### config.mk
export PLATFORM = sky130hd
export DESIGN_NAME = mfmm_ram
export DESIGN_NICKNAME = d
export VERILOG_FILES = /design/src/sv/mfmm_ram.sv
export SDC_FILE = /design/constraint.sdc
export NUM_CORES = 2
export LEC_CHECK = 0
export BUFFER_PORTS_ARGS = -buffer_cell sky130_fd_sc_hd__buf_4
export CAP_MARGIN = 10
export CORE_ASPECT_RATIO = 1.4
export CORE_UTILIZATION = 40
export DETAILED_ROUTE_END_ITERATION = 8
export MAX_ROUTING_LAYER = met4
export SLEW_MARGIN = 20
export SYNTH_ARGS = -nofsm -noshare
export SYNTH_HDL_FRONTEND = slang
export SYNTH_SLANG_ARGS = --single-unit
### constraint.sdc
create_clock -name clk -period 7.3 [get_ports clk]
set_input_delay 1.095 -clock clk [delete_from_list [all_inputs] [get_ports clk]]
set_output_delay 1.095 -clock clk [all_outputs]
set_load 0.03 [all_outputs]
### src/sv/mfmm_ram.sv
`default_nettype none

module mfmm_ram #(
  parameter int WIDTH = 8,
  parameter int DEPTH = 256
) (
  input  wire logic                                  clk,
  input  wire logic                                  wr_en,
  input  wire logic [(DEPTH > 1 ? $clog2(DEPTH) : 1)-1:0] wr_addr,
  input  wire logic [WIDTH-1:0]                      wr_data,
  input  wire logic                                  rd_en,
  input  wire logic [(DEPTH > 1 ? $clog2(DEPTH) : 1)-1:0] rd_addr,
  output logic      [WIDTH-1:0]                      rd_data
);

  logic [WIDTH-1:0] mem [DEPTH];

  // Read during write to the same row returns the old contents
  always_ff @(posedge clk) begin
    if (wr_en) begin
      mem[wr_addr] <= wr_data;
    end
    if (rd_en) begin
      rd_data <= mem[rd_addr];
    end
  end

endmodule

`default_nettype wire

==> flow_metrics.tcl <==
set metrics [dict create \
    r2r-end "rd_data[3]$_DFFE_PP_" \
    path_class "input port to flop" \
    vias 38300 \
    root_buffer "clkbuf_16" \
    hold_viol_final 0 \
    pre_cts_slack_ns 1.80 \
    clock.fmax_mhz 220 \
    routabilityCongestion 0.867 \
    dp_hpwl_um 126000 \
    ys_seq_area_share_pct 77.5 \
    synth_most_common_cell "edfxtp_1" \
    vdd_drop_max_v 0.000165 \
    synth_fp_nets 3760 \
    drc 0 \
    cp.required_ns 7.82 \
    min_to "rd_data[2]$_DFFE_PP_" \
    synth_compound_area_share_pct 3.42 \
    synth.distinct_cells 54 \
    num_rows 193 \
    wl_um 205000 \
    wire_per_inst_um 31.0 \
    synth.top_cell.area_share_pct 77.5 \
    status "complete, no violations" \
    r2r_slack_ns 3.92 \
    min_path_type "input port to flop" \
    rsz0062_at_grt "false" \
    htree_levels 4 \
    grt_pass1_vias 38900 \
    clkSinkCount 2056 \
    path_max_fanout 70 \
    synth_cells 3733 \
    power_w 0.0236 \
    path_cells "buf_8, buf_4, mux4_2, a22o_1, a221oi_1, o32ai_1, nor3_1, nor4_1" \
    synthMuxAreaShare_pct 14.6 \
    tritoncts "yes" \
    grt_usage_pct 21.0 \
    worst_path_largest_cell_delay_ns 0.79 \
    cp-start-kind "input port" \
    area_growth_pct 11.1 \
    synth_edf_count 2056 \
    first_pass_iters 7 \
    die_h_um 530 \
    setup_ws_ns 2.75 \
    drive_gt1_share_pct 21.4 \
    cp_slowest_cell "a221oi_1" \
    clock_tree.buffer_depth 4 \
    arrival_ns 5.07 \
    post_cts_buffers 0 \
    dr.first_iter.drc_count 3792 \
    finalCriticalPeriod_ns 4.55 \
    ys_seq_elements 2056 \
    synth-xor-area-share_pct 0 \
    fin_skew_ns 0.0284 \
    boundaryPins 35 \
    period_share_pct 62.4 \
    synthesis.area_mm2 0.0796 \
    holdPathStages 1 \
    cts_resized 0 \
    synth_top_family_by_area "multiplexers" \
    viasPerCell 5.81 \
    r2r_start "mem[83][3]$_DFFE_PP_" \
    dieArea_mm2 0.201 \
    grt_pass1_wl_um 292000 \
    maxCapViolCount 0 \
    synthTopCellsByArea "edfxtp_1 (78%), mux4_2 (13%), mux2i_1 (1.7%), nor2_1 (1.3%), a22oi_1 (1.3%)" \
    cts_buffers 189 \
    hold_slack_ns 0.668 \
    synth.avg_cell_area_um2 21.3 \
    grt_max_degree 173 \
    synthTopCellsByCount "edfxtp_1 (2056), mux4_2 (454), nor2_1 (282)" \
    worst_pin_slew_ns 1.20 \
    worst-r2r-cell-count 6 \
    clk_latency_ns 0.82 \
    p_leak_nw 26.7 \
    die_w_um 379 \
    layout.nets 3843 \
    initial_core_util_pct 40.3 \
    hp-start "rd_en" \
    slew_violations 0 \
    fin_tns_setup_ns 0 \
    power_density_mw_per_mm2 267 \
    core_area_mm2 0.198 \
    hold_buffers 0 \
    async_flop_share_pct 0 \
    yosysTopAreaCell "edfxtp_1" \
    place.port_buffers 34 \
    synthAdderAreaFrac_pct 0 \
    overflow 0 \
    yosys_warnings 0 \
    antenna_found_initial 10 \
    clk_pin_slew_worst_paths_ns 0.07 \
    final_core_util_pct 44.8 \
    ant_nets 0 \
    yosys.area_share.simple_pct 2.63 \
    setup_viol 0 \
    synth_ff_type "edfxtp_1" \
    relSlewSlack_pct 19.7 \
    crit_path_end_kind "flop" \
]
[power by group]
part           total [W]  internal (W)  switching [W]
logic            0.00119      0.000391       0.000796
clock network    0.00942       0.00521        0.00421
registers         0.0130        0.0130      0.0000173
[how the worst max path moves through the flow]
stage,from,end,slack (ns),cells after the start
floorplan,rd_addr[0],rd_data[2]$_DFFE_PP_,4.13,9
global placement,rd_addr[0],rd_data[7]$_DFFE_PP_,1.73,8
detailed placement,rd_addr[0],rd_data[3]$_DFFE_PP_,1.80,8
CTS,rd_addr[0],rd_data[3]$_DFFE_PP_,2.66,8
global route,rd_addr[0],rd_data[3]$_DFFE_PP_,2.68,8
finish,rd_addr[0],rd_data[3]$_DFFE_PP_,2.75,8
[worst max-delay path, delay by kind of cell]
family          cells  cell delay [ns]
buf+inv             2             1.12
mux                 1             0.54
compound gates      3             1.31
simple gates        2             0.95
[cells in the final DEF (no fill, tap or decap), types with 16 or more instances in the layout]
cell type     n
clkbuf_1     44
a21oi_1      96
a22oi_1     133
edfxtp_1   2056
mux4_2      454
buf_4       101
nor4_1       18
nor2_1      279
a211oi_1     16
clkinv_1     47
mux2i_1     134
clkinv_2     25
clkbuf_16   191
nor2b_1      28
nand3_1      33
o221ai_1     46
o22ai_1      28
nor3_1       22
nand2_1      32
[metal layers]
metal / global-route usage, % / up-vias / part of all wire (%) / wire length [um]
met2: 36.1 / 1391 / 53 / 108000
li1: - / 15900 / - / -
met5: - / - / 0 / 0
met1: 25.3 / 20700 / 38 / 77200
met3: 2.83 / 347 / 5.8 / 11900
met4: 7.41 / 0 / 3.9 / 7890
[cell type report]
class,instances,area [um^2]
inverter,2,7.51
tap,2632,3290
clock inverter,94,761
sequential,2056,61700
fill,16700,109000
clock buffer,235,4940
antenna,9,22.5
multi-input combinational,1442,16500
timing repair buffer,125,1200
[sequential cells by signal (all words and copies together) (netlist names)]
register and count:
mem 2048, rd_data 8
[metrics by stage]
step	instances	instance area, um^2
after floorplan	3733	79600
after global placement	6254	82700
after detailed placement	6256	82700
after CTS	6585	88400
after global routing	6595	88500
final	6595	88500
[logic make-up (layout without fill, tap and decap cells)]
family	Yosys count	after routing
other	0	9
buffers and inverters	235	456
AND/OR/NAND/NOR	466	466
AO/OA/AOI/OAI	385	385
multiplexers	591	591
flip-flops	2056	2056
Note: power is estimated with default switching activity, not from simulation.
