===== src/sv/mfmm_pkg.sv =====
`default_nettype none

package mfmm_pkg;

  // Default sizing of the stores
  localparam int DIFF_FRAMES_DEF = 4;
  localparam int MAX_PIXELS_DEF  = 65536;

  // Field widths
  localparam int PIX_W  = 8;
  localparam int GREY_W = 8;
  localparam int DIM_W  = 9;
  localparam int THR_W  = 8;

  // Configuration port
  localparam int CFG_IDX_W  = 2;
  localparam int CFG_DATA_W = 9;

  localparam logic [CFG_IDX_W-1:0] CFG_FRAME_WIDTH      = 2'd0;
  localparam logic [CFG_IDX_W-1:0] CFG_FRAME_HEIGHT     = 2'd1;
  localparam logic [CFG_IDX_W-1:0] CFG_MOTION_THRESHOLD = 2'd2;

  localparam logic [DIM_W-1:0] FRAME_WIDTH_RST      = 9'd256;
  localparam logic [DIM_W-1:0] FRAME_HEIGHT_RST     = 9'd256;
  localparam logic [THR_W-1:0] MOTION_THRESHOLD_RST = 8'd20;

  // Luma weights, Q14
  localparam int GREY_ACC_W = 23;
  localparam logic [GREY_ACC_W-1:0] COEF_B   = 23'd1868;
  localparam logic [GREY_ACC_W-1:0] COEF_G   = 23'd9617;
  localparam logic [GREY_ACC_W-1:0] COEF_R   = 23'd4899;
  localparam logic [GREY_ACC_W-1:0] GREY_RND = 23'd8192;

  typedef struct packed {
    logic [PIX_W-1:0] pixel_blue;
    logic [PIX_W-1:0] pixel_green;
    logic [PIX_W-1:0] pixel_red;
  } in_item_t;

  typedef struct packed {
    logic motion_flag;
    logic frame_end;
  } out_item_t;

  function automatic logic [GREY_W-1:0] to_grey(input in_item_t px);
    logic [GREY_ACC_W-1:0] acc;
    acc = COEF_B * GREY_ACC_W'(px.pixel_blue)
        + COEF_G * GREY_ACC_W'(px.pixel_green)
        + COEF_R * GREY_ACC_W'(px.pixel_red)
        + GREY_RND;
    return acc[14 +: GREY_W];
  endfunction

endpackage

`default_nettype wire


===== src/sv/mfmm_outq.sv =====
`default_nettype none

module mfmm_outq (
  input  wire logic                clk,
  input  wire logic                rst_n,
  input  wire logic                push,
  input  wire mfmm_pkg::out_item_t push_data,
  output logic                     out_valid,
  input  wire logic                out_stall,
  output mfmm_pkg::out_item_t      out_data,
  output logic [1:0]               count
);

  import mfmm_pkg::*;

  out_item_t  slot_r [2];
  logic       wr_ptr_r, wr_ptr_nxt;
  logic       rd_ptr_r, rd_ptr_nxt;
  logic [1:0] cnt_r, cnt_nxt;
  logic       pop;

  assign out_valid = (cnt_r != 2'd0);
  assign out_data  = slot_r[rd_ptr_r];
  assign count     = cnt_r;
  assign pop       = out_valid && !out_stall;

  always_comb begin
    wr_ptr_nxt = push ? ~wr_ptr_r : wr_ptr_r;
    rd_ptr_nxt = pop ? ~rd_ptr_r : rd_ptr_r;
    cnt_nxt    = cnt_r + 2'(push) - 2'(pop);
  end

  always_ff @(posedge clk) begin
    if (!rst_n) begin
      wr_ptr_r <= 1'b0;
      rd_ptr_r <= 1'b0;
      cnt_r    <= 2'd0;
    end else begin
      wr_ptr_r <= wr_ptr_nxt;
      rd_ptr_r <= rd_ptr_nxt;
      cnt_r    <= cnt_nxt;
    end
  end

  always_ff @(posedge clk) begin
    if (push) begin
      slot_r[wr_ptr_r] <= push_data;
    end
  end

endmodule

`default_nettype wire

===== config.mk =====
export PLATFORM = sky130hd
export DESIGN_NAME = mfmm_outq
export DESIGN_NICKNAME = d
export VERILOG_FILES = /design/src/sv/mfmm_pkg.sv /design/src/sv/mfmm_outq.sv
export SDC_FILE = /design/constraint.sdc
export NUM_CORES = 1
export LEC_CHECK = 0
export CELL_PAD_IN_SITES_DETAIL_PLACEMENT = 1
export CELL_PAD_IN_SITES_GLOBAL_PLACEMENT = 1
export CORE_AREA = 2 2 39 41
export CTS_BUF_LIST = sky130_fd_sc_hd__clkbuf_16
export DETAILED_ROUTE_END_ITERATION = 8
export DIE_AREA = 0 0 41 43
export DONT_BUFFER_PORTS = 1
export GPL_ROUTABILITY_DRIVEN = 0
export PLACE_DENSITY_LB_ADDON = 0.1
export SKIP_CTS_REPAIR_TIMING = 1
export SLEW_MARGIN = 30
export SYNTH_ARGS = -nofsm -noshare
export SYNTH_HDL_FRONTEND = slang
export SYNTH_SLANG_ARGS = --single-unit

===== constraint.sdc =====
create_clock -name clk -period 2.8 [get_ports clk]
set_clock_uncertainty 0.15 [all_clocks]
set_input_delay 0.28 -clock clk [delete_from_list [all_inputs] [get_ports clk]]
set_output_delay 0.28 -clock clk [all_outputs]
set_load 0.1 [all_outputs]

==> impl_metrics.sql, run 1 <==
INSERT INTO impl_metrics (metric_group, metric, value, unit) VALUES
('clock_tree', 'cts_made_buffers', '3', ''),
('routing', 'drt-met1-wl', '282', 'um'),
('floorplanning', 'chipHeight', '43', 'um'),
('critical_path', 'worst_ep_arrival_time', '1.76', 'ns'),
('synthesis', 'synth.top_cell.area_share', '31.2', '%'),
('clock_tree', 'cts_tree', 'done', ''),
('clock_tree', 'cts_num_sinks', '9', ''),
('routing', 'routedWlPerCell', '11.5', 'um'),
('floorplanning', 'floorplan.die_area', '1760', 'um^2'),
('routing', 'routed_antenna_nets', '0', ''),
('clock_tree', 'clk_latency', '0.23', 'ns'),
('clock_tree', 'clock-root-buffer', 'sky130_fd_sc_hd__clkbuf_16', ''),
('synthesis', 'async_set_or_reset_flop_fraction_in_the_synthesized_netlist', '0', '%'),
('layout', 'syn_to_final_growth', '37.0', '%'),
('global_routing', 'grt_pass1_wl', '1040', 'um'),
('global_routing', 'global_route.usage.total', '9.96', '%'),
('synthesis', 'postSynthCellCount', '28', ''),
('routing', 'detailedRoute.firstIterationViolations', '1', ''),
('placed_design', 'dp.final_hpwl', '480', 'um'),
('sta', 'drv_slew', '0', ''),
('layout', 'finalNetCount', '46', ''),
('sta', 'clock.fmax', '576', 'MHz'),
('synthesis', 'synth-seq-cells', '9', ''),
('critical_path', 'timing.reg2reg.worst_path_depth', '7', ''),
('sta', 'grt_setup_unrepaired', 'false', ''),
('synthesis', 'top_count_cell_post_synth', 'sky130_fd_sc_hd__dfxtp_1', ''),
('sta', 'hold_viol_final', '0', ''),
('routing', 'route.top_layer_used', 'met3', ''),
('routing', 'route.final.wire_length', '612', 'um'),
('critical_path', 'worst_ep_required_time', '2.82', 'ns'),
('sta', 'setup-tns-final', '0', 'ns'),
('routing', 'detail_route.first_pass.iterations', '2', ''),
('sta', 'worst_pin_slew', '0.517', 'ns'),
('routing', 'route.vias.total', '224', ''),
('floorplanning', 'fp.dieW', '41', 'um'),
('critical_path', 'worst-setup-path-type', 'reg -> reg', ''),
('critical_path', 'setup.reg_to_reg.worst_slack', '1.06', 'ns'),
('worst_hold_path', 'hp-start', 'rst_n', ''),
('clock_tree', 'cts_buffer_depth', '2', ''),
('synthesis', 'seq_area_frac_synth', '57.1', '%'),
('synthesis', 'synthTopCellsByArea', 'sky130_fd_sc_hd__edfxtp_1, sky130_fd_sc_hd__dfxtp_1, sky130_fd_sc_hd__ha_1', ''),
('worst_hold_path', 'whs_path_depth', '1', ''),
('synthesis', 'ys.warnings.count', '0', ''),
('floorplanning', 'floorplan.io_pins', '11', ''),
('clock_tree', 'path_clk_slew', '0.04', 'ns'),
('critical_path', 'r2r-start', 'count[0]', ''),
('routing', 'met3WireLength', '52', 'um'),
('outcome', 'run_status', 'finished, final reports clean', ''),
('flow_run', 'drv.max_cap_violation_count', '0', ''),
('layout', 'layout.cell_area.non_filler', '528', 'um^2'),
('layout', 'layout-drive-gt1-share', '29.7', '%'),
('synthesis', 'number_of_enable_type_register_cells_in_the_synthesized_netlist', '4', ''),
('synthesis', 'avgSynthCellArea', '13.8', 'um^2'),
('floorplanning', 'start_util', '27.8', '%'),
('sta', 'finalWorstPathRequiredPeriod', '1.74', 'ns'),
('synthesis', 'synthFlopType', 'sky130_fd_sc_hd__dfxtp_1', ''),
('synthesis', 'ys_types', '15', ''),
('critical_path', 'endpoint_kind', 'register', ''),
('floorplanning', 'core_region_area', '1380', 'um^2'),
('critical_path', 'r2r_end', 'count[1]', ''),
('global_routing', 'grt_start_max_net_pins', '7', ''),
('routing', 'met2WireLength', '277', 'um'),
('synthesis', 'yosysTopAreaCell', 'sky130_fd_sc_hd__edfxtp_1', ''),
('layout', 'n_antenna_cell', '0', ''),
('global_routing', 'globalRouteOverflowTotal', '0', ''),
('critical_path', 'crit_path_start_kind', 'register', ''),
('global_routing', 'antenna_found_initial', '0', ''),
('floorplanning', 'rows', '14', ''),
('global_routing', 'first_global_vias', '244', ''),
('routing', 'viasPerCell', '4.23', ''),
('synthesis', 'synthesis.nets', '36', ''),
('routing', 'drcViolationCount', '0', ''),
('sta', 'setup-violations-final', '0', ''),
('placed_design', 'port_buffers', '0', ''),
('synthesis', 'most_common_library_cells_after_synthesis', 'sky130_fd_sc_hd__dfxtp_1, sky130_fd_sc_hd__edfxtp_1', ''),
('sta', 'layout_worst_path_cycle_share', '62.0', '%'),
('synthesis', 'mappedNetlistArea', '385', 'um^2'),
('critical_path', 'worstPathMaxFanout', '3', ''),
('sta', 'maxSlewHeadroom', '65.7', '%'),
('worst_hold_path', 'worst_hold_path.endpoint', 'wr_ptr_r', ''),
('placed_design', 'postPlaceCellArea', '428', 'um^2'),
('worst_hold_path', 'min_path_type', 'in -> reg', ''),
('clock_tree', 'cts-htree-levels', '1', '');
-- critical path: stages, from the launching register on --
cell,delay [ns]
sky130_fd_sc_hd__dfxtp_1,0.32
sky130_fd_sc_hd__buf_4,0.30
sky130_fd_sc_hd__inv_1,0.08
sky130_fd_sc_hd__ha_1,0.29
sky130_fd_sc_hd__inv_1,0.06
sky130_fd_sc_hd__ha_1,0.14
sky130_fd_sc_hd__xnor3_1,0.23
sky130_fd_sc_hd__nor2b_2,0.11
-- cell usage in the layout, fill, tap and decap left out --
cell type and instances:
sky130_fd_sc_hd__clkinv_2 1, sky130_fd_sc_hd__ha_1 2, sky130_fd_sc_hd__inv_1 2, sky130_fd_sc_hd__o21a_1 1, sky130_fd_sc_hd__edfxtp_1 4, sky130_fd_sc_hd__or2_1 1
sky130_fd_sc_hd__nand2_1 1, sky130_fd_sc_hd__mux2_2 2, sky130_fd_sc_hd__dfxtp_1 5, sky130_fd_sc_hd__buf_4 3, sky130_fd_sc_hd__xnor3_1 1, sky130_fd_sc_hd__o21ba_2 1
sky130_fd_sc_hd__clkbuf_16 3, sky130_fd_sc_hd__nand2b_1 1, sky130_fd_sc_hd__mux2i_1 2, sky130_fd_sc_hd__and2_1 2, sky130_fd_sc_hd__nor2b_2 1, sky130_fd_sc_hd__nor2b_1 2
sky130_fd_sc_hd__dlygate4sd3_1 2
-- area by class of cell --
class                      count  area (um^2)
multi-input combinational     17          158
inverter                       2         7.51
sequential                     9          220
clock inverter                 1         5.00
clock buffer                   3         75.1
timing repair buffer           5         42.5
tap                           16         20.0
fill                         152          856
-- layer usage --
metal | global-route usage, % | vias up
met5 | 0 | -
met4 | 10.0 | 0
met3 | 6.28 | 0
met2 | 12.5 | 11
met1 | 10.4 | 99
li1 | - | 114
-- through the flow --
step                instances  setup WS (ns)  hold slack [ns]  utilization (%)
global route               53          0.958          0.00917             38.2
finish                     53           1.06           0.0132             38.2
detailed placement         47           1.06            0.229             30.9
CTS                        51           1.05          -0.0141             36.7
floorplan                  28          0.582            0.229                -
global placement           47           1.09            0.229             30.9
-- cell families (layout without fill, tap and decap cells) --
group           after synthesis  in the layout  synth area share (%)
compound gates                2              2                  4.55
xor+xnor                      1              1                  5.84
fa+ha+maj                     2              2                  6.49
buf+inv                       2             11                  1.95
flops                         9              9                  57.1
mux                           4              4                  11.0
simple gates                  8              8                  13.0
-- worst max-delay path by stage --
stage	start	end	slack [ns]	depth (start not counted)
after global placement	count[0]	count[1]	1.09	7
after CTS	count[0]	count[1]	1.05	7
after global routing	count[0]	count[1]	0.96	7
final	count[0]	count[1]	1.06	7
after floorplan	count[1]	count[1]	0.58	6
after detailed placement	count[0]	count[1]	1.06	7
Power of run 1 is left out: the tool's default activity adds up to more than one toggle a clock period on the data nets, which glitch-free logic cannot reach.
==> run 2: changes to the inputs <==
clock period = 1.5 ns   (was 2.8 ns; I/O delays follow)
==> impl_metrics.sql, run 2 (same netlist as run 1, synthesis figures left out) <==
INSERT INTO impl_metrics (metric_group, metric, value, unit) VALUES
('outcome', 'run_status', 'complete, but fails checks', ''),
('outcome', 'failed_checks', 'hold timing, setup timing', ''),
('routing', 'routed_antenna_nets', '0', ''),
('floorplanning', 'start_util', '27.8', '%'),
('layout', 'syn_to_final_growth', '58.1', '%'),
('critical_path', 'crit_path_top_delay_cell', 'sky130_fd_sc_hd__dfxtp_4', ''),
('global_routing', 'grt_pass1_wl', '1170', 'um'),
('critical_path', 'kind_of_cell_adding_the_most_delay_to_the_critical_path', 'adder cells', ''),
('clock_tree', 'clk_latency', '0.23', 'ns'),
('critical_path', 'worstPathMaxFanout', '3', ''),
('clock_tree', 'cts_num_sinks', '9', ''),
('sta', 'grt_setup_unrepaired', 'true', ''),
('critical_path', 'cp.buffers_inverters', '1', ''),
('critical_path', 'cp_num_cells', '6', ''),
('floorplanning', 'floorplan.io_pins', '11', ''),
('critical_path', 'cp_cell_sequence', 'o21ba_4, ha_4, inv_2, ha_4, xnor3_1, nor2b_2', ''),
('layout', 'finalNetCount', '49', ''),
('critical_path', 'worst_path_most_repeated_cell', 'sky130_fd_sc_hd__ha_4', ''),
('routing', 'detail_route.first_pass.iterations', '1', ''),
('floorplanning', 'core_region_area', '1380', 'um^2'),
('routing', 'routedWlPerCell', '13.2', 'um'),
('layout', 'layout.cells.most_common_list', 'sky130_fd_sc_hd__dlygate4sd3_1, sky130_fd_sc_hd__edfxtp_1, sky130_fd_sc_hd__dfxtp_1, sky130_fd_sc_hd__clkbuf_16', ''),
('worst_hold_path', 'hp-start', 'push', ''),
('routing', 'drcViolationCount', '0', ''),
('critical_path', 'worst-setup-path-type', 'reg -> reg', ''),
('sta', 'clock.fmax', '642', 'MHz'),
('floorplanning', 'fp.dieW', '41', 'um'),
('clock_tree', 'cts_tree', 'done', ''),
('layout', 'layout-drive-gt1-share', '42.5', '%'),
('global_routing', 'antenna_found_initial', '0', ''),
('critical_path', 'worst_ep_required_time', '1.51', 'ns'),
('sta', 'setup-violations-final', '2', ''),
('clock_tree', 'cts_buffer_depth', '2', ''),
('critical_path', 'r2r-start', 'count[0]', ''),
('routing', 'route.vias.total', '245', ''),
('critical_path', 'timing.reg2reg.worst_path_depth', '6', ''),
('sta', 'drv_slew', '0', ''),
('routing', 'route.final.wire_length', '739', 'um'),
('critical_path', 'worst_ep_arrival_time', '1.57', 'ns'),
('sta', 'layout_worst_path_cycle_share', '104', '%'),
('worst_hold_path', 'whs_path_depth', '2', ''),
('critical_path', 'worstSetupStartpoint', 'count[0]', ''),
('sta', 'finalWorstSetupSlack', '-0.0577', 'ns'),
('sta', 'hold_viol_final', '1', ''),
('clock_tree', 'cts-htree-levels', '1', ''),
('routing', 'detailedRoute.firstIterationViolations', '0', ''),
('floorplanning', 'chipHeight', '43', 'um'),
('sta', 'maxSlewHeadroom', '65.7', '%'),
('critical_path', 'endpoint_kind', 'register', ''),
('worst_hold_path', 'min_path_type', 'in -> reg', ''),
('layout', 'n_antenna_cell', '0', ''),
('sta', 'finalWorstPathRequiredPeriod', '1.56', 'ns'),
('floorplanning', 'floorplan.die_area', '1760', 'um^2'),
('routing', 'viasPerCell', '4.38', ''),
('clock_tree', 'cts_made_buffers', '3', ''),
('placed_design', 'port_buffers', '0', ''),
('flow_run', 'drv.max_cap_violation_count', '0', ''),
('layout', 'n_fill_cell', '153', ''),
('critical_path', 'slowest_delay', '0.34', 'ns'),
('placed_design', 'dp.final_hpwl', '526', 'um'),
('global_routing', 'first_global_vias', '254', ''),
('floorplanning', 'rows', '14', ''),
('critical_path', 'crit_path_start_kind', 'register', ''),
('sta', 'worst_pin_slew', '0.516', 'ns'),
('sta', 'hold-worst-slack', '-0.00131', 'ns'),
('global_routing', 'grt_start_max_net_pins', '6', ''),
('clock_tree', 'clock-root-buffer', 'sky130_fd_sc_hd__clkbuf_16', ''),
('global_routing', 'global_route.usage.total', '11.2', '%'),
('global_routing', 'globalRouteOverflowTotal', '0', ''),
('clock_tree', 'path_clk_slew', '0.04', 'ns');
## run 2: changes by cell type in the layout (fill, tap and decap cells not counted), moves of 2 or more
cell / previous run / this run
sky130_fd_sc_hd__dfxtp_1: 5 / 3
sky130_fd_sc_hd__dfxtp_4: 0 / 2
sky130_fd_sc_hd__dlygate4sd3_1: 2 / 4
sky130_fd_sc_hd__ha_1: 2 / 0
sky130_fd_sc_hd__ha_4: 0 / 2
## run 2: worst register-to-register path, stage by stage (launching register included)
cell                      delay [ns]
sky130_fd_sc_hd__dfxtp_4        0.34
sky130_fd_sc_hd__o21ba_4        0.22
sky130_fd_sc_hd__ha_4           0.26
sky130_fd_sc_hd__inv_2          0.04
sky130_fd_sc_hd__ha_4           0.14
sky130_fd_sc_hd__xnor3_1        0.20
sky130_fd_sc_hd__nor2b_2        0.13
## run 2: stage by stage
step	area, um^2	cells	TNS (ns)	worst slack [ns]	util, %
6_report	609	56	-0.103	-0.0577	44.0
5_1_grt	609	56	-0.189	-0.121	44.0
4_1_cts	566	52	-0.187	-0.112	40.9
3_5_place_dp	487	48	-0.0355	-0.0355	35.2
3_3_place_gp	487	48	0	0.0177	35.2
2_1_floorplan	424	28	-0.232	-0.141	-
## run 2: area by class of cell
class | instances | area [um^2] | area share [%]
Timing Repair Buffer | 8 | 86.3 | 14.2
Clock inverter | 1 | 3.75 | 0.616
Clock buffer | 3 | 75.1 | 12.3
Inverter | 2 | 7.51 | 1.23
Multi-Input combinational cell | 17 | 189 | 31.0
Sequential cell | 9 | 228 | 37.4
Tap cell | 16 | 20.0 | 3.29
## run 2: final timing paths
check,endpoint,slack [ns]
worst max-delay path,count[1],-0.06
worst min-delay path,count[0],-0.001
worst max register to register,count[1],-0.06
worst min register to register,rd_ptr_r,0.34
## run 2: per-layer routing
metal / vias up / wire (um) / global-route usage (%)
met5: - / 0 / 0
met4: 0 / 6 / 8.00
met3: 2 / 53 / 6.28
met2: 6 / 447 / 17.5
met1: 117 / 230 / 10.0
li1: 120 / - / -
Power of run 2 is left out for the same reason.
==> run 3: changes to the inputs <==
ABC_AREA = 1   (was not set)
REMOVE_ABC_BUFFERS = 1   (was not set)
==> impl_metrics.sql, run 3 <==
INSERT INTO impl_metrics (metric_group, metric, value, unit) VALUES
('layout', 'utilization', '42.4', '%'),
('synthesis', 'number_of_enable_type_register_cells_in_the_synthesized_netlist', '4', ''),
('placed_design', 'dp.final_hpwl', '561', 'um'),
('clock_tree', 'cts_made_buffers', '3', ''),
('synthesis', 'async_set_or_reset_flop_fraction_in_the_synthesized_netlist', '0', '%'),
('floorplanning', 'core_region_area', '1380', 'um^2'),
('synthesis', 'synth_fa_ha_area_share', '6.56', '%'),
('routing', 'detail_route.first_pass.iterations', '1', ''),
('critical_path', 'cp_cell_sequence', 'nor2_2, nor2_2, ha_1, inv_1, ha_2, nand2_1, a21oi_2, nor2_1', ''),
('synthesis', 'seq_area_frac_synth', '57.7', '%'),
('global_routing', 'antenna_found_initial', '0', ''),
('synthesis', 'synth_xor_xnor_area_share', '0', '%'),
('worst_hold_path', 'min_path_type', 'in -> reg', ''),
('sta', 'hold_viol_final', '1', ''),
('outcome', 'run_status', 'complete, but fails checks', ''),
('global_routing', 'first_global_vias', '302', ''),
('critical_path', 'crit_path_start_kind', 'register', ''),
('flow_run', 'drv.max_cap_violation_count', '0', ''),
('floorplanning', 'chipHeight', '43', 'um'),
('sta', 'hold-worst-slack', '-0.00846', 'ns'),
('clock_tree', 'cts_tree', 'done', ''),
('layout', 'n_fill_cell', '163', ''),
('routing', 'drcViolationCount', '0', ''),
('synthesis', 'yosysTopAreaCell', 'sky130_fd_sc_hd__edfxtp_1', ''),
('floorplanning', 'floorplan.io_pins', '11', ''),
('global_routing', 'globalRouteOverflowTotal', '0', ''),
('synthesis', 'synth.top_cell.area_share', '31.5', '%'),
('sta', 'clock.fmax', '628', 'MHz'),
('sta', 'grt_setup_unrepaired', 'true', ''),
('outcome', 'failed_checks', 'hold timing, setup timing', ''),
('layout', 'finalNetCount', '62', ''),
('placed_design', 'port_buffers', '0', ''),
('critical_path', 'worst-setup-path-type', 'reg -> reg', ''),
('critical_path', 'slowest_delay', '0.33', 'ns'),
('synthesis', 'synth_simple_gate_area_share', '20.7', '%'),
('critical_path', 'worst_path_most_repeated_cell', 'sky130_fd_sc_hd__nor2_2', ''),
('critical_path', 'cp.buffers_inverters', '1', ''),
('critical_path', 'worst_ep_arrival_time', '1.57', 'ns'),
('floorplanning', 'fp.dieW', '41', 'um'),
('sta', 'setup-tns-final', '-0.159', 'ns'),
('layout', 'layout.cells.most_common_list', 'sky130_fd_sc_hd__inv_1, sky130_fd_sc_hd__nor2_1, sky130_fd_sc_hd__nand2_1', ''),
('floorplanning', 'rows', '14', ''),
('floorplanning', 'start_util', '27.6', '%'),
('sta', 'layout_worst_path_cycle_share', '106', '%'),
('layout', 'most_common_cell_after_layout_fill_and_taps_aside', 'sky130_fd_sc_hd__inv_1', ''),
('synthesis', 'synth-seq-cells', '9', ''),
('global_routing', 'global_route.usage.total', '10.7', '%'),
('sta', 'finalWorstPathRequiredPeriod', '1.59', 'ns'),
('critical_path', 'worst_ep_required_time', '1.48', 'ns'),
('synthesis', 'main_combinational_cell_family_by_area_after_synthesis', 'simple AND/OR/NAND/NOR gates', ''),
('synthesis', 'synthTopCellsByArea', 'sky130_fd_sc_hd__edfxtp_1, sky130_fd_sc_hd__dfxtp_1, sky130_fd_sc_hd__inv_1', ''),
('sta', 'worst_pin_slew', '0.517', 'ns'),
('critical_path', 'crit_path_top_delay_cell', 'sky130_fd_sc_hd__dfxtp_2', ''),
('synthesis', 'postSynthCellCount', '41', ''),
('clock_tree', 'cts-htree-levels', '1', ''),
('clock_tree', 'path_clk_slew', '0.04', 'ns'),
('clock_tree', 'clock-root-buffer', 'sky130_fd_sc_hd__clkbuf_16', ''),
('synthesis', 'synth_mux_area_share', '5.90', '%'),
('sta', 'maxSlewHeadroom', '65.7', '%'),
('layout', 'n_antenna_cell', '0', ''),
('critical_path', 'endpoint_kind', 'register', ''),
('layout', 'syn_to_final_growth', '53.8', '%'),
('floorplanning', 'floorplan.die_area', '1760', 'um^2'),
('synthesis', 'mappedNetlistArea', '382', 'um^2'),
('synthesis', 'avgSynthCellArea', '9.31', 'um^2'),
('critical_path', 'worstPathMaxFanout', '3', ''),
('sta', 'finalWorstSetupSlack', '-0.0923', 'ns'),
('clock_tree', 'clk_latency', '0.24', 'ns'),
('routing', 'detailedRoute.firstIterationViolations', '0', ''),
('synthesis', 'ys_types', '11', ''),
('synthesis', 'synth-compound-area-share', '1.31', '%'),
('layout', 'layout.cell_area.non_filler', '587', 'um^2'),
('routing', 'route.vias.total', '299', ''),
('global_routing', 'grt_start_max_net_pins', '6', ''),
('synthesis', 'synthFlopType', 'sky130_fd_sc_hd__dfxtp_1', ''),
('global_routing', 'grt_pass1_wl', '1180', 'um'),
('sta', 'drv_slew', '0', ''),
('routing', 'routed_antenna_nets', '0', ''),
('sta', 'setup-violations-final', '2', ''),
('routing', 'viasPerCell', '4.33', ''),
('placed_design', 'postPlaceCellArea', '437', 'um^2'),
('clock_tree', 'cts_num_sinks', '9', ''),
('synthesis', 'ys.warnings.count', '0', ''),
('critical_path', 'kind_of_cell_adding_the_most_delay_to_the_critical_path', 'adder cells', ''),
('routing', 'route.final.wire_length', '836', 'um'),
('synthesis', 'most_common_library_cells_after_synthesis', 'sky130_fd_sc_hd__inv_1, sky130_fd_sc_hd__nor2_1, sky130_fd_sc_hd__nand2_1', ''),
('routing', 'routedWlPerCell', '12.1', 'um'),
('clock_tree', 'cts_buffer_depth', '2', ''),
('layout', 'layout-drive-gt1-share', '30.2', '%');
[run 3: layout make-up]
| type | count | area, um^2 | area share (%) |
|---|---|---|---|
| Multi-Input combinational cell | 24 | 148 | 25.2 |
| Timing Repair Buffer | 8 | 88.8 | 15.1 |
| Tap cell | 16 | 20.0 | 3.41 |
| Sequential cell | 9 | 221 | 37.7 |
| Clock inverter | 1 | 3.75 | 0.640 |
| Inverter | 8 | 30.0 | 5.12 |
| Clock buffer | 3 | 75.1 | 12.8 |
[run 3: kinds of logic after synthesis]
logic type	after synthesis
AND/OR/NAND/NOR	19
flip-flops	9
buffers and inverters	8
multiplexers	2
adder cells (fa/ha/maj)	2
AO/OA/AOI/OAI	1
[run 3: routing by layer]
| layer | routed length, um | global-route usage [%] | vias to the layer above |
|---|---|---|---|
| met5 | 0 | 0 | - |
| met4 | 21 | 8.00 | 0 |
| met3 | 52 | 7.33 | 4 |
| met2 | 471 | 15.9 | 9 |
| met1 | 290 | 9.54 | 137 |
| li1 | - | - | 149 |
[run 3: tightest hold or removal path, delay by kind of cell]
family | cells | cell delay (ns)
fa+ha+maj | 1 | 0.12
simple gates | 1 | 0.04
buf+inv | 1 | 0.04
[run 3: final timing paths]
check        startpoint        to  slack (ns)  depth (start not counted)
max            count[0]  count[1]       -0.09                          8
min                push  count[0]      -0.008                          3
min reg2reg    rd_ptr_r  rd_ptr_r        0.36                          2
max reg2reg    count[0]  count[1]       -0.09                          8
[run 3: per-stage QoR]
step	setup slack, ns	instances
3_5_place_dp	-0.0804	60
6_report	-0.0923	69
5_1_grt	-0.158	69
4_1_cts	-0.102	64
2_1_floorplan	-0.699	41
3_3_place_gp	0.0176	60
Power of run 3 is left out for the same reason.
